$ cat config.mk
export PLATFORM = sky130hd
export DESIGN_NAME = icy_metadata_deinterleaver
export DESIGN_NICKNAME = d
export VERILOG_FILES = /design/src/design/icymd_pkg.sv /design/src/design/icymd_core.sv /design/src/design/icymd_result_fifo.sv /design/src/design/icy_metadata_deinterleaver.sv
export SDC_FILE = /design/constraint.sdc
export NUM_CORES = 1
export LEC_CHECK = 0
export BUFFER_PORTS_ARGS = -buffer_cell sky130_fd_sc_hd__buf_2
export CORE_ASPECT_RATIO = 0.75
export CORE_MARGIN = 5
export CORE_UTILIZATION = 60
export CTS_BUF_LIST = sky130_fd_sc_hd__clkbuf_4
export DETAILED_ROUTE_END_ITERATION = 6
export GPL_ROUTABILITY_DRIVEN = 0
export HOLD_SLACK_MARGIN = 0.02
export PLACE_DENSITY = 0.8
export SETUP_SLACK_MARGIN = 0.5
export SLEW_MARGIN = 0
export SYNTH_ARGS = -nofsm -noshare
export SYNTH_HDL_FRONTEND = slang
export SYNTH_SLANG_ARGS = --single-unit
$ cat constraint.sdc
create_clock -name aclk -period 4.8 [get_ports aclk]
set_clock_uncertainty 0.2 [all_clocks]
set_input_delay 0.24 -clock aclk [delete_from_list [all_inputs] [get_ports aclk]]
set_output_delay 0.24 -clock aclk [all_outputs]
set_load 0.05 [all_outputs]
$ cat src/design/icymd_pkg.sv
package icymd_pkg;

    // Fixed field widths.
    localparam int BYTE_WIDTH     = 8;
    localparam int INTERVAL_WIDTH = 20;
    localparam int COUNT_WIDTH    = 20;
    localparam int META_WIDTH     = 12;
    localparam int CMP_WIDTH      = (COUNT_WIDTH > INTERVAL_WIDTH) ? COUNT_WIDTH
                                                                   : INTERVAL_WIDTH;

    // Configuration port.
    localparam int CFG_INDEX_WIDTH = 2;
    localparam int CFG_DATA_WIDTH  = INTERVAL_WIDTH;
    localparam logic [CFG_INDEX_WIDTH-1:0] REG_META_INTERVAL = 2'd0;
    localparam logic [CFG_INDEX_WIDTH-1:0] REG_SYNC_HUNT     = 2'd1;

    // Byte kinds.
    localparam logic KIND_AUDIO = 1'b0;
    localparam logic KIND_META  = 1'b1;

    // Sync pattern.
    localparam logic [BYTE_WIDTH-1:0] SYNC_BYTE   = 8'hff;
    localparam logic [BYTE_WIDTH-1:0] SYNC_NIBBLE = 8'hf0;

    // Result word queue.
    localparam int FIFO_DEPTH     = 4;
    localparam int FIFO_PTR_WIDTH = 2;
    localparam int FIFO_CNT_WIDTH = 3;

    typedef struct packed {
        logic [BYTE_WIDTH-1:0] data;
        logic                  kind;
        logic                  meta_last;
        logic                  last;
    } result_t;

endpackage

$ cat src/design/icymd_core.sv
module icymd_core (
    input  logic                                 aclk,
    input  logic                                 aresetn,
    input  logic                                 step,
    input  logic [icymd_pkg::BYTE_WIDTH-1:0]     in_byte,
    input  logic [icymd_pkg::INTERVAL_WIDTH-1:0] meta_interval,
    input  logic                                 sync_hunt_enable,
    output logic [1:0]                           res_cnt,
    output icymd_pkg::result_t                   res0,
    output icymd_pkg::result_t                   res1
);
    import icymd_pkg::*;

    logic [COUNT_WIDTH-1:0] audio_count_reg, audio_count_next;
    logic [META_WIDTH-1:0]  meta_rem_reg, meta_rem_next;
    logic                   sync_found_reg, sync_found_next;
    logic                   held_ff_reg, held_ff_next;
    logic                   is_length;
    logic [META_WIDTH-1:0]  block_len;

    // A length byte is due once the audio count has reached the interval.
    assign is_length = (meta_interval != '0) &&
                       (CMP_WIDTH'(audio_count_reg) >= CMP_WIDTH'(meta_interval));
    assign block_len = META_WIDTH'({in_byte, 4'b0000});

    // Classify the current word and work out its results and the next state.
    always_comb begin
        audio_count_next = audio_count_reg;
        meta_rem_next    = meta_rem_reg;
        sync_found_next  = sync_found_reg;
        held_ff_next     = held_ff_reg;
        res_cnt          = 2'd0;
        res0             = '{data: in_byte, kind: KIND_AUDIO, meta_last: 1'b0, last: 1'b1};
        res1             = '{data: in_byte, kind: KIND_AUDIO, meta_last: 1'b0, last: 1'b1};

        if (meta_rem_reg != '0) begin
            // Inside a metadata block.
            meta_rem_next = meta_rem_reg - META_WIDTH'(1);
            if (meta_rem_reg == META_WIDTH'(1)) begin
                audio_count_next = '0;
            end
            res_cnt        = 2'd1;
            res0.kind      = KIND_META;
            res0.meta_last = (meta_rem_reg == META_WIDTH'(1));
        end else if (is_length) begin
            // Length byte: consumed, opens a block or restarts counting.
            meta_rem_next = block_len;
            if (block_len == '0) begin
                audio_count_next = '0;
            end
        end else begin
            // Audio byte, counted even when the hunt drops it.
            if (audio_count_reg != '1) begin
                audio_count_next = audio_count_reg + COUNT_WIDTH'(1);
            end
            if (!sync_hunt_enable || sync_found_reg) begin
                held_ff_next = 1'b0;
                res_cnt      = 2'd1;
            end else if (held_ff_reg && ((in_byte & SYNC_NIBBLE) == SYNC_NIBBLE)) begin
                // Sync pair complete: release the held 0xFF, then this byte.
                sync_found_next = 1'b1;
                held_ff_next    = 1'b0;
                res_cnt         = 2'd2;
                res0.data       = SYNC_BYTE;
                res0.last       = 1'b0;
            end else begin
                held_ff_next = (in_byte == SYNC_BYTE);
            end
        end
    end

    // Stream state.
    always_ff @(posedge aclk) begin
        if (!aresetn) begin
            audio_count_reg <= '0;
            meta_rem_reg    <= '0;
            sync_found_reg  <= 1'b0;
            held_ff_reg     <= 1'b0;
        end else if (step) begin
            audio_count_reg <= audio_count_next;
            meta_rem_reg    <= meta_rem_next;
            sync_found_reg  <= sync_found_next;
            held_ff_reg     <= held_ff_next;
        end
    end

endmodule

$ cat src/design/icymd_result_fifo.sv
module icymd_result_fifo (
    input  logic               aclk,
    input  logic               aresetn,
    input  logic [1:0]         push_cnt,
    input  icymd_pkg::result_t push0,
    input  icymd_pkg::result_t push1,
    output logic               room2,
    output logic               out_valid,
    input  logic               out_ready,
    output icymd_pkg::result_t out_word
);
    import icymd_pkg::*;

    result_t                   mem [FIFO_DEPTH];
    logic [FIFO_PTR_WIDTH-1:0] wr_ptr_reg, wr_ptr_next;
    logic [FIFO_PTR_WIDTH-1:0] rd_ptr_reg, rd_ptr_next;
    logic [FIFO_CNT_WIDTH-1:0] count_reg, count_next;
    logic                      pop;

    // Room for two words is judged on the registered fill level.
    assign room2     = (count_reg <= FIFO_CNT_WIDTH'(FIFO_DEPTH - 2));
    assign out_valid = (count_reg != '0);
    assign out_word  = mem[rd_ptr_reg];
    assign pop       = out_valid && out_ready;

    always_comb begin
        wr_ptr_next = wr_ptr_reg + FIFO_PTR_WIDTH'(push_cnt);
        rd_ptr_next = rd_ptr_reg + FIFO_PTR_WIDTH'(pop);
        count_next  = count_reg + FIFO_CNT_WIDTH'(push_cnt) - FIFO_CNT_WIDTH'(pop);
    end

    // Storage: up to two words are written per cycle.
    always_ff @(posedge aclk) begin
        if (push_cnt != 2'd0) begin
            mem[wr_ptr_reg] <= push0;
        end
        if (push_cnt == 2'd2) begin
            mem[wr_ptr_reg + FIFO_PTR_WIDTH'(1)] <= push1;
        end
    end

    // Pointers and fill level.
    always_ff @(posedge aclk) begin
        if (!aresetn) begin
            wr_ptr_reg <= '0;
            rd_ptr_reg <= '0;
            count_reg  <= '0;
        end else begin
            wr_ptr_reg <= wr_ptr_next;
            rd_ptr_reg <= rd_ptr_next;
            count_reg  <= count_next;
        end
    end

endmodule

$ cat src/design/icy_metadata_deinterleaver.sv
// Splits an interleaved stream of audio bytes and metadata blocks, one word per
// cycle. After every meta_interval audio bytes a length byte L is taken out of
// the stream and the following L*16 bytes are passed on tagged as metadata, the
// final one flagged by m_meta_last; a meta_interval of zero passes everything
// as audio. With sync_hunt_enable set, audio is dropped after reset until the
// first 0xFF, 0xFx pair, which comes out as two words (the only input that
// yields two). An input word is registered, decoded combinationally and placed
// in a four-word result queue, so the block takes one word every cycle while
// the output side keeps up; it stalls only when the queue lacks room for two
// words. Configuration writes are meant for idle periods and act on the next
// word.
module icy_metadata_deinterleaver (
    input  logic                                  aclk,
    input  logic                                  aresetn,
    input  logic                                  cfg_wr_en,
    input  logic [icymd_pkg::CFG_INDEX_WIDTH-1:0] cfg_index,
    input  logic [icymd_pkg::CFG_DATA_WIDTH-1:0]  cfg_wdata,
    input  logic                                  s_valid,
    output logic                                  s_ready,
    input  logic [icymd_pkg::BYTE_WIDTH-1:0]      s_in_byte,
    output logic                                  m_valid,
    input  logic                                  m_ready,
    output logic [icymd_pkg::BYTE_WIDTH-1:0]      m_out_byte,
    output logic                                  m_byte_kind,
    output logic                                  m_meta_last,
    output logic                                  m_last
);
    import icymd_pkg::*;

    logic [INTERVAL_WIDTH-1:0] meta_interval_reg;
    logic                      sync_hunt_reg;
    logic                      in_vld_reg;
    logic [BYTE_WIDTH-1:0]     in_byte_reg;
    logic                      room2;
    logic                      step;
    logic [1:0]                res_cnt;
    logic [1:0]                push_cnt;
    result_t                   res0, res1, out_word;

    // Configuration registers.
    always_ff @(posedge aclk) begin
        if (!aresetn) begin
            meta_interval_reg <= '0;
            sync_hunt_reg     <= 1'b1;
        end else if (cfg_wr_en) begin
            case (cfg_index)
                REG_META_INTERVAL: meta_interval_reg <= cfg_wdata[INTERVAL_WIDTH-1:0];
                REG_SYNC_HUNT:     sync_hunt_reg     <= cfg_wdata[0];
                default:           ;
            endcase
        end
    end

    // Input register: the held word is decoded once the queue has room.
    assign step    = in_vld_reg && room2;
    assign s_ready = !in_vld_reg || step;

    always_ff @(posedge aclk) begin
        if (!aresetn) begin
            in_vld_reg <= 1'b0;
        end else if (s_ready) begin
            in_vld_reg <= s_valid;
        end
    end

    always_ff @(posedge aclk) begin
        if (s_ready && s_valid) begin
            in_byte_reg <= s_in_byte;
        end
    end

    icymd_core u_core (
        .aclk             (aclk),
        .aresetn          (aresetn),
        .step             (step),
        .in_byte          (in_byte_reg),
        .meta_interval    (meta_interval_reg),
        .sync_hunt_enable (sync_hunt_reg),
        .res_cnt          (res_cnt),
        .res0             (res0),
        .res1             (res1)
    );

    assign push_cnt = step ? res_cnt : 2'd0;

    icymd_result_fifo u_fifo (
        .aclk      (aclk),
        .aresetn   (aresetn),
        .push_cnt  (push_cnt),
        .push0     (res0),
        .push1     (res1),
        .room2     (room2),
        .out_valid (m_valid),
        .out_ready (m_ready),
        .out_word  (out_word)
    );

    assign m_out_byte  = out_word.data;
    assign m_byte_kind = out_word.kind;
    assign m_meta_last = out_word.meta_last;
    assign m_last      = out_word.last;

endmodule
* After elaboration in Yosys (flattened, before gate mapping)
Memories as Yosys holds them, arrays and structs flattened. A register that Yosys moved wholly into a read port is not among the register bits.
Index checks and enable logic that the tools add are counted.
** Storage, ports and cells
- Input port bits :: 35
- Bits in registers :: 71
- Logic and storage cells :: 83
- RAM bits :: 44
- Memories kept :: 1
- Output and inout bits :: 13
** Cells by class
- Order comparisons :: 2
- Reduce and logical (&&, ||, !) cells :: 23
- Add/subtract/negate cells :: 7
- Equal/unequal tests :: 8
- Bitwise gates (word level) :: 3
- Multiplexer cells :: 28
** Memories
- u_fifo.mem :: depth 4, bits a word 11, read ports 1, clocked after Yosys merged registers in 1, wr ports 2, line icymd_result_fifo.sv:14 : result_t mem [FIFO_DEPTH];
** Operators with widths (count)
- 20-bit 2-to-1 mux :: 5
- 8-bit 2-to-1 mux :: 4
- 12-bit 2-to-1 mux :: 2
- 20-bit by 1-bit adder with 20-bit output, second input constant :: 1
- 20-bit greater-or-equal comparator :: 1
- 20-bit != test, second input constant :: 1
- 20-bit nonzero test :: 1
- 2-bit 2-to-1 mux :: 7
- 12-bit by 1-bit equality test with 1-bit output, second input constant :: 1
- 12-bit logical NOT :: 1
- 12-bit nonzero test :: 1
- 12-bit by 1-bit subtractor with 12-bit output, second input constant :: 1
- 1-bit 2-to-1 mux :: 10
- 8-bit equality test, second input constant :: 1
- 2-bit AND reduction :: 3
- 3-bit nonzero test :: 2
- 1-bit logical AND :: 5
- 5-bit AND reduction :: 1
- 4-bit equality test, second input constant :: 1
- 4-bit AND reduction :: 1
- 2-bit nonzero test :: 2
- 3-bit by 2-bit adder with 3-bit output :: 1
- 3-bit by 2-bit <= comparator with 1-bit output, second input constant :: 1
- 3-bit != test, second input constant :: 1
- 12 further kinds :: 16

* Logic depth before layout (Yosys ltp)
Gate-level depths: netlist of run 1.
- Depth after elaboration :: 10
- Gate-level depth with buffers :: 15
- Depth with buffers taken out :: 15

* Cells and area by module
From an unflattened synthesis of run 1, not the netlist that was laid out.
** Unflattened totals
- Cells, all modules :: 641
- Area total of the unflattened synthesis :: 6739.0 um^2
** Modules (own cells, without submodules)
- icymd_core :: cells each 380, seq. area each 680.7 um^2, area an instance 2889.0 um^2, instances 1
- icymd_result_fifo :: cells each 152, seq. area each 1461.4 um^2, area an instance 2680.1 um^2, instances 1
- icy_metadata_deinterleaver :: cells each 109, seq. area each 680.7 um^2, area an instance 1169.9 um^2, instances 1

* Least setup slack after synthesis of run 1
OpenSTA, ideal clock, no wires.
- Path type :: reg-to-reg
- Start :: register meta_interval_reg[9]
- End :: register u_fifo.count_reg[2]
- Setup time :: 0.128 ns
- Arrival :: 2.813 ns
- Slack :: 1.659 ns
- Clock period less this slack :: 3.141 ns
- Buffers on the path :: 0
- Required time :: 4.472 ns
- Cell stages (with the launch flop) :: 14
- Cells stage by stage :: dfxtp_1 -> inv_1 -> ha_1 -> a21oi_1 -> o21ai_1 -> a221oi_2 -> nand2_2 -> o21ai_2 -> nand2_1 -> ha_1 -> fa_1 -> xnor2_1 -> xnor2_1 -> nor2_1
** Between the ends
- Cells in the longest elaborated chain, start to end :: 7
- Elaborated cells between the ends (all ways) :: 8
- Classes of those cells :: add/sub (2); order compare (1); mux (3); reduce/logical (2)
** RTL lines
- start: declaration :: line icy_metadata_deinterleaver.sv:30 : logic [INTERVAL_WIDTH-1:0] meta_interval_reg;
- start signal: assignment :: line icy_metadata_deinterleaver.sv:47 : REG_META_INTERVAL: meta_interval_reg <= cfg_wdata[INTERVAL_WIDTH-1:0];
- 20-bit greater-or-equal comparator / 20-bit nonzero test (equally long branches) :: line icymd_core.sv:23, icymd_core.sv:22
- 1-bit logical AND (*) :: line icymd_core.sv:22 : assign is_length = (meta_interval != '0) &&
- 2-bit 2-to-1 mux (*) :: line icymd_core.sv:45 : end else if (is_length) begin
- 2-bit 2-to-1 mux (*) :: line icymd_core.sv:36 : if (meta_rem_reg != '0) begin
- 2-bit 2-to-1 mux (*) :: line icy_metadata_deinterleaver.sv:84 : assign push_cnt = step ? res_cnt : 2'd0;
- 3-bit by 2-bit adder with 3-bit output (*) :: line icymd_result_fifo.sv:29 : count_next = count_reg + FIFO_CNT_WIDTH'(push_cnt) - FIFO_CNT_WIDTH'(pop);
- 3-bit by 1-bit subtractor with 3-bit output (*) :: line icymd_result_fifo.sv:29
- end signal: assignment :: line icymd_result_fifo.sv:51 : count_reg <= count_next;
- end: declaration :: line icymd_result_fifo.sv:17 : logic [FIFO_CNT_WIDTH-1:0] count_reg, count_next;
Every way passes the cells marked *; elsewhere a longest branch is shown, timed or not.
A chain may end at the register's enable or synchronous reset.

* Worst setup path after layout of run 1
- Start :: register u_core.audio_count_reg[11]
- End :: register u_fifo.count_reg[2]
** Between the ends
- Cells in the longest elaborated chain, start to end :: 7
** RTL lines
- start: declaration :: line icymd_core.sv:14 : logic [COUNT_WIDTH-1:0] audio_count_reg, audio_count_next;
- start signal: assignment :: line icymd_core.sv:80 : audio_count_reg <= audio_count_next;
- 20-bit greater-or-equal comparator :: line icymd_core.sv:23 : (CMP_WIDTH'(audio_count_reg) >= CMP_WIDTH'(meta_interval));
- 1-bit logical AND :: line icymd_core.sv:22
- 2-bit 2-to-1 mux :: line icymd_core.sv:45
- 2-bit 2-to-1 mux :: line icymd_core.sv:36
- 2-bit 2-to-1 mux :: line icy_metadata_deinterleaver.sv:84
- 3-bit by 2-bit adder with 3-bit output :: line icymd_result_fifo.sv:29
- 3-bit by 1-bit subtractor with 3-bit output :: line icymd_result_fifo.sv:29
Every way passes these cells.

==> results.py, run 1 <==
metrics = {
    "outcome": {
        "status": "finished clean",
    },
    "critical_path": {
        "crit_arrival_ns": 4.01,
        "crit_buf_inv": 1,
        "cp-startpoint": "u_core.audio_count_reg[11]$_SDFFE_PN0P_",
        "setup.worst_path.class": "flop to flop",
        "cpPeakStageDelay_ns": 0.49,
        "crit_chain": "ha_1 -> a21oi_1 -> o21ai_1 -> a221oi_2 -> nand2_2 -> o21ai_2 -> a21oi_1 -> nor2_1 -> ha_1 -> inv_1 -> fa_1 -> xnor2_1 -> xnor2_1 -> nor2_1",
        "start_kind": "flop",
        "critPathSlowestCell": "dfxtp_1",
        "end_kind": "flop",
        "cp.required_ns": 5.00,
        "reg2reg_slack_ns": 1.0,
        "crit_family": "compound AO/OA/AOI/OAI gates",
        "cp_max_fo": 9,
        "r2r-start": "u_core.audio_count_reg[11]$_SDFFE_PN0P_",
    },
    "placed_design": {
        "dp.cells": 787,
        "port-buffer-count": 47,
        "pre_cts_ws_ns": 0.971,
        "hpwl_um": 10200,
    },
    "grt": {
        "grt_pass1_vias": 5111,
        "antenna_found_initial": 2,
        "grt_pass1_wl_um": 25400,
        "grt_start_max_net_pins": 46,
        "grt_use_total_pct": 26.8,
        "grt-ovfl-total": 0,
    },
    "synth": {
        "synth-seq-cells": 115,
        "seq_area_frac_synth_pct": 45.6,
        "synth_cell_types": 67,
        "yosysTopAreaCellShare_pct": 25.3,
        "synth_commonest_cells": "nand2_1, dfxtp_1, a21oi_1",
        "ys.flop_type": "dfxtp_1",
        "synthArstFlopShare_pct": 0,
        "synth_top_cell_by_area": "dfxtp_1",
        "yosysWarnings": 0,
        "syn_area_um2": 5930,
        "syn_nets": 693,
        "synth_area_leaders": "dfxtp_1, edfxtp_1, ha_1",
        "synth_edf_count": 40,
        "yosysMostFrequentCell": "nand2_1",
        "syn_area_per_cell_um2": 9.43,
        "synthCells": 629,
    },
    "route": {
        "wl_per_cell_um": 17.5,
        "drtIter0Drc": 480,
        "drc_errors": 0,
        "via_count": 5263,
        "first_pass_iters": 7,
        "antenna_left": 0,
        "viasPerCell": 6.03,
        "routed_wl_um": 15300,
    },
    "cts": {
        "cts_resized": 0,
        "cts_tree": "yes",
        "cts_setup_buffers": 0,
        "clkTransAtPathRegs_ns": 0.10,
        "clock_tree.buffer_depth": 2,
        "cts-root-buf": "clkbuf_4",
        "htreeDepth": 4,
        "clock-sinks": 115,
        "clock_latency_ns": 0.54,
        "cts_made_buffers": 17,
    },
    "timing": {
        "post-route-period-util_pct": 79.3,
        "finalSetupViolCount": 0,
        "hold_viol_final": 0,
        "setup_tns_ns": 0,
        "fmax_mhz": 263,
        "relSlewSlack_pct": 26.9,
        "worstMarginPinSlew_ns": 1.09,
        "fin_ws_ns": 0.996,
        "maxSlewViolCount": 0,
        "rsz0062_at_grt": "no",
        "finalCriticalPeriod_ns": 3.80,
        "hold_ws_ns": 0.207,
    },
    "hold_path": {
        "min_path_type": "input port to flop",
        "worstHoldStart": "s_in_byte[2]",
    },
    "floorplanning": {
        "initial_core_util_pct": 61.4,
        "die_h_um": 96.1,
        "die_w_um": 125,
        "rows": 31,
        "coreArea_um2": 9660,
        "ios": 48,
        "die_area_um2": 12000,
    },
    "final_layout": {
        "area_growth_syn_to_layout_pct": 19.7,
        "nNetsFinal": 790,
        "final_core_util_pct": 73.5,
        "final_cells": 873,
        "largest_reg_flops": 44,
        "drive_gt1_share_pct": 15.7,
    },
    "run": {
        "cap_viol_max_count": 0,
    },
    "power_and_ir_drop": {
        "p_leak_uw": 0.00263,
        "ir_drop_mv": 0.316,
        "power_density_nw_per_um2": 506,
    },
}
-- per-layer routing --
metal	global-route usage [%]	part of all wire, %	vias to the layer above	routed length (um)
met2	42.0	45	256	6840
met5	0	0	-	0
li1	-	-	2466	-
met3	7.38	9.5	36	1450
met4	10.7	2.1	0	324
met1	35.9	44	2505	6670
-- cell families (layout without fill, tap and decap cells) --
| group | after synthesis | count (layout) | synth area share (%) |
|---|---|---|---|
| compound gates | 149 | 149 | 16.3 |
| flops | 115 | 115 | 45.6 |
| mux | 15 | 15 | 4.87 |
| fa+ha+maj | 29 | 29 | 6.25 |
| simple gates | 239 | 239 | 20.5 |
| xor+xnor | 12 | 12 | 1.77 |
| buf+inv | 70 | 180 | 4.71 |
| other cells | 0 | 2 | 0 |
-- power breakdown --
| group | switching (uW) | leakage (uW) | internal, uW | total, uW |
|---|---|---|---|---|
| Clock | 371 | 0.000170 | 424 | 794 |
| Combinational | 941 | 0.00146 | 552 | 1490 |
| Sequential | 153 | 0.00101 | 1150 | 1300 |
| Total | 1460 | 0.00263 | 2130 | 3590 |
-- through the flow --
| step | power, uW | area, um2 |
|---|---|---|
| after floorplan | 2450 | 5930 |
| after global placement | 2700 | 6250 |
| after detailed placement | 2760 | 6250 |
| after CTS | 3570 | 7090 |
| after global routing | 3790 | 7100 |
| final | 3590 | 7100 |
-- cell type report --
class	instances	area, um2
Timing Repair Buffer	103	786
Sequential cell	115	2700
Fill cell	657	2560
Clock inverter	12	163
Antenna cell	2	5.00
Clock buffer	20	150
Inverter	45	169
Tap cell	132	165
Multi-Input combinational cell	444	2960
-- worst paths after layout --
check | endpoint | depth (start not counted)
min | in_byte_reg[2]$_DFFE_PP_ | 2
min reg2reg | u_core.sync_found_reg$_SDFFE_PN0P_ | 2
max reg2reg | u_fifo.count_reg[2]$_SDFF_PN0_ | 14
max | u_fifo.count_reg[2]$_SDFF_PN0_ | 14
-- cell usage in the layout, fill, tap and decap left out, drive strengths merged, types with 11 or more instances in the layout --
cell type    instances
nand2               78
o21a                18
o21ai               29
mux4                11
buf                 51
nor4                12
inv                 46
nand4               11
dlygate4sd3         52
nand3               19
nor2                45
ha                  28
and2                23
a21oi               53
nor3                12
edfxtp              40
dfxtp               75
clkbuf              20
-- what timing repair did --
action / CTS / global route
hold buffers: 52 / 0
hold endpoints to repair: 40 / 0
setup endpoints to repair: 0 / 0
Power figures use the tool's default switching activity.
==> run 2, diff against run 1 <==
--- a/config.mk
+++ b/config.mk
@@ -5,15 +5,16 @@
 export SDC_FILE = /design/constraint.sdc
 export NUM_CORES = 1
 export LEC_CHECK = 0
+export ABC_AREA = 1
 export BUFFER_PORTS_ARGS = -buffer_cell sky130_fd_sc_hd__buf_2
 export CORE_ASPECT_RATIO = 0.75
 export CORE_MARGIN = 5
-export CORE_UTILIZATION = 60
+export CORE_UTILIZATION = 57
 export CTS_BUF_LIST = sky130_fd_sc_hd__clkbuf_4
 export DETAILED_ROUTE_END_ITERATION = 6
 export GPL_ROUTABILITY_DRIVEN = 0
 export HOLD_SLACK_MARGIN = 0.02
-export PLACE_DENSITY = 0.8
+export PLACE_DENSITY = 0.79
 export SETUP_SLACK_MARGIN = 0.5
 export SLEW_MARGIN = 0
 export SYNTH_ARGS = -nofsm -noshare
==> constraint.sdc (replaced) <==
create_clock -name aclk -period 3.32 [get_ports aclk]
set_clock_uncertainty 0.2 [all_clocks]
set_input_delay 0.166 -clock aclk [delete_from_list [all_inputs] [get_ports aclk]]
set_output_delay 0.166 -clock aclk [all_outputs]
set_load 0.05 [all_outputs]
==> run 2 against run 1 <==
  * Via count grew 20%
  * First-iteration DRC count grew 92%
  * Sequential cell count is the same
  * Fmax grew 34%
  * Clock-buffer cell count shrank 1
  * Synthesized cell count grew 30%
  * Register-to-register slack lost 0.52 ns
  * Synthesized area grew 8.3%
  * Routed wire length grew 23%
  * Combinational power grew to 3.1 times the previous value
  * Critical endpoint unchanged
  * Largest power group unchanged
==> results.py, run 2 <==
metrics = {
    "power_and_ir_drop": {
        "p_leak_uw": 0.00327,
        "power_density_nw_per_um2": 959,
        "ir_drop_mv": 0.508,
    },
    "timing": {
        "maxSlewViolCount": 0,
        "setup_tns_ns": 0,
        "finalSetupViolCount": 0,
        "relSlewSlack_pct": 35.0,
        "hold_ws_ns": 0.0476,
        "rsz0062_at_grt": "yes",
        "fmax_mhz": 351,
        "finalCriticalPeriod_ns": 2.85,
        "post-route-period-util_pct": 85.7,
        "hold_viol_final": 0,
        "worstMarginPinSlew_ns": 0.973,
    },
    "final_layout": {
        "diodes": 0,
        "mostFrequentLayoutCells": "nand2_1, inv_1, nor2_1",
        "fillCellCount": 748,
        "final_cells": 1079,
        "final_core_util_pct": 73.3,
        "area_growth_syn_to_layout_pct": 25.4,
        "design_area_um2": 8050,
        "nNetsFinal": 990,
        "layout_commonest_cell": "nand2_1",
        "largest_reg_flops": 44,
        "drive_gt1_share_pct": 27.3,
    },
    "synth": {
        "synth_cell_types": 45,
        "seq_area_frac_synth_pct": 42.1,
        "syn_area_per_cell_um2": 7.88,
        "synth_top_cell_by_area": "dfxtp_1",
        "synthCells": 815,
        "synthMuxAreaShare_pct": 0,
        "yosysTopAreaCellShare_pct": 23.4,
        "yosysWarnings": 0,
        "yosysMostFrequentCell": "nand2_1",
        "synth_commonest_cells": "nand2_1, inv_1, nor2_1",
        "synth_area_leaders": "dfxtp_1, edfxtp_1, nand2_1",
        "synth_top_family_by_area": "simple AND/OR/NAND/NOR gates",
        "synth_fa_ha_area_share_pct": 5.77,
        "synthArstFlopShare_pct": 0,
        "synthXorXnorAreaFrac_pct": 3.41,
        "synth_compound_area_share_pct": 15.2,
        "syn_area_um2": 6420,
        "syn_nets": 879,
        "synth_edf_count": 40,
        "synth-seq-cells": 115,
        "synthSimpleGateAreaFrac_pct": 24.8,
        "ys.flop_type": "dfxtp_1",
    },
    "hold_path": {
        "min_path_type": "input port to flop",
        "hold_path_end": "u_fifo.rd_ptr_reg[0]$_SDFF_PN0_",
        "worstHoldStart": "m_ready",
        "whs_path_depth": 5,
    },
    "grt": {
        "grt_start_max_net_pins": 39,
        "grt_pass1_vias": 5928,
        "grt_use_total_pct": 27.1,
        "grt-ovfl-total": 0,
        "grt_pass1_wl_um": 29100,
        "antenna_found_initial": 0,
    },
    "cts": {
        "cts_tree": "yes",
        "clock_latency_ns": 0.54,
        "clock_tree.buffer_depth": 2,
        "cts-root-buf": "clkbuf_4",
        "htreeDepth": 4,
        "clkTransAtPathRegs_ns": 0.11,
        "cts_made_buffers": 17,
        "clock-sinks": 115,
    },
    "route": {
        "viasPerCell": 5.84,
        "via_count": 6304,
        "drtIter0Drc": 923,
        "routed_wl_um": 18800,
        "antenna_left": 0,
        "first_pass_iters": 6,
        "drc_errors": 0,
        "wl_per_cell_um": 17.4,
    },
    "placed_design": {
        "dp.cells": 984,
        "hpwl_um": 11700,
        "dpl-instance-area_um2": 6760,
        "port-buffer-count": 47,
    },
    "critical_path": {
        "r2r-start": "meta_interval_reg[9]$_SDFFE_PN0P_",
        "end_kind": "flop",
        "timing.rr.end": "u_fifo.count_reg[2]$_SDFF_PN0_",
        "cp.required_ns": 3.52,
        "setup.worst_path.class": "flop to flop",
        "critPathSlowestCell": "fa_2",
        "crit_family": "simple AND/OR/NAND/NOR gates",
        "start_kind": "flop",
        "cp_max_fo": 7,
        "crit_arrival_ns": 3.05,
        "reg2reg_slack_ns": 0.47,
        "cpPeakStageDelay_ns": 0.38,
        "reg2reg_depth": 19,
        "crit_buf_inv": 4,
        "crit_chain": "inv_2 -> ha_4 -> nand2_1 -> a21oi_1 -> nor2_2 -> nand2_1 -> nand2_1 -> nand4_1 -> nand2_4 -> nand2_2 -> nand2_2 -> nand2_4 -> inv_2 -> ha_2 -> inv_1 -> fa_2 -> xor2_1 -> inv_1 -> nor2_1",
        "crit_top_cell": "nand2_1",
    },
    "floorplanning": {
        "die_area_um2": 13500,
        "ios": 48,
        "die_w_um": 133,
        "rows": 33,
        "initial_core_util_pct": 58.5,
        "die_h_um": 102,
        "coreArea_um2": 11000,
    },
    "outcome": {
        "status": "finished clean",
    },
    "run": {
        "cap_viol_max_count": 0,
    },
}
-- run 2: cell count changes after synthesis, sizes merged, moves of 18 or more --
cell	delta
a21oi	+24
and2	-23
inv	+59
nand2	+90
nor2	+49
o21a	-18
o21ai	+34
o22ai	+21
-- run 2: how the worst max path moves through the flow --
stage / slack (ns) / cells past startpoint / to / start
3_5_place_dp: 0.27 / 15 / u_fifo.count_reg[2]$_SDFF_PN0_ / u_core.audio_count_reg[11]$_SDFFE_PN0P_
4_1_cts: 0.50 / 17 / u_fifo.count_reg[2]$_SDFF_PN0_ / meta_interval_reg[18]$_SDFFE_PN0P_
3_3_place_gp: 0.36 / 16 / u_fifo.count_reg[2]$_SDFF_PN0_ / meta_interval_reg[11]$_SDFFE_PN0P_
6_report: 0.47 / 19 / u_fifo.count_reg[2]$_SDFF_PN0_ / meta_interval_reg[9]$_SDFFE_PN0P_
2_1_floorplan: 0.54 / 17 / u_fifo.count_reg[2]$_SDFF_PN0_ / meta_interval_reg[11]$_SDFFE_PN0P_
5_1_grt: 0.34 / 19 / u_fifo.count_reg[2]$_SDFF_PN0_ / meta_interval_reg[8]$_SDFFE_PN0P_
-- run 2: layout make-up --
| cell class | instances | area [um2] | share of cell area, % |
|---|---|---|---|
| flip-flops and latches | 115 | 2750 | 34.2 |
| multi-input cells | 567 | 3510 | 43.6 |
| inverters | 104 | 400 | 4.98 |
| clock buffers | 19 | 143 | 1.77 |
| clock inverters | 13 | 160 | 1.99 |
| well taps | 140 | 175 | 2.18 |
| repair buffers | 121 | 911 | 11.3 |
-- run 2: metrics by stage --
step                      setup slack (ns)  power, uW
after floorplan                      0.536       5050
after CTS                            0.501       7230
after global placement               0.362       5590
after detailed placement             0.271       5710
final                                0.474       7720
after global routing                 0.339       8210
-- run 2: report_power, final --
| group | internal [uW] | total (uW) | switching (uW) |
|---|---|---|---|
| Clock | 537 | 1100 | 568 |
| Combinational | 1520 | 4560 | 3050 |
| Sequential | 1770 | 2050 | 273 |
| Total | 3830 | 7720 | 3890 |
-- run 2: cell families (layout without fill, tap and decap cells) --
| group | after synthesis | count (layout) |
|---|---|---|
| AOI/OAI and AO/OA | 176 | 176 |
| xor gates and xnor gates | 25 | 25 |
| adders and majority gates | 29 | 29 |
| buffers and inverters | 133 | 257 |
| DFF | 115 | 115 |
| and+or+nand+nor | 337 | 337 |
-- run 2: routing by layer --
metal / track usage (%) / wire, um
met5: 0 / 0
met4: 9.90 / 507
met3: 6.35 / 2080
met2: 41.5 / 8230
met1: 37.8 / 8000
-- run 2: what timing repair did --
| action | CTS | global route |
|---|---|---|
| hold endpoints to repair | 52 | 0 |
| endpoints found under the setup margin | 38 | 89 |
| resized for setup | 42 | 70 |
| hold buffers | 48 | 0 |
| setup buffers | 12 | 3 |
| pin swaps | 20 | 19 |
-- run 2: worst register-to-register path, cell delays in order, from the launching register on --
cell	delay (ns)
dfxtp_1	0.33
inv_2	0.09
ha_4	0.21
nand2_1	0.10
a21oi_1	0.10
nor2_2	0.14
nand2_1	0.06
nand2_1	0.06
nand4_1	0.13
nand2_4	0.16
nand2_2	0.07
nand2_2	0.08
nand2_4	0.06
inv_2	0.08
ha_2	0.15
inv_1	0.05
fa_2	0.38
xor2_1	0.17
inv_1	0.06
nor2_1	0.03
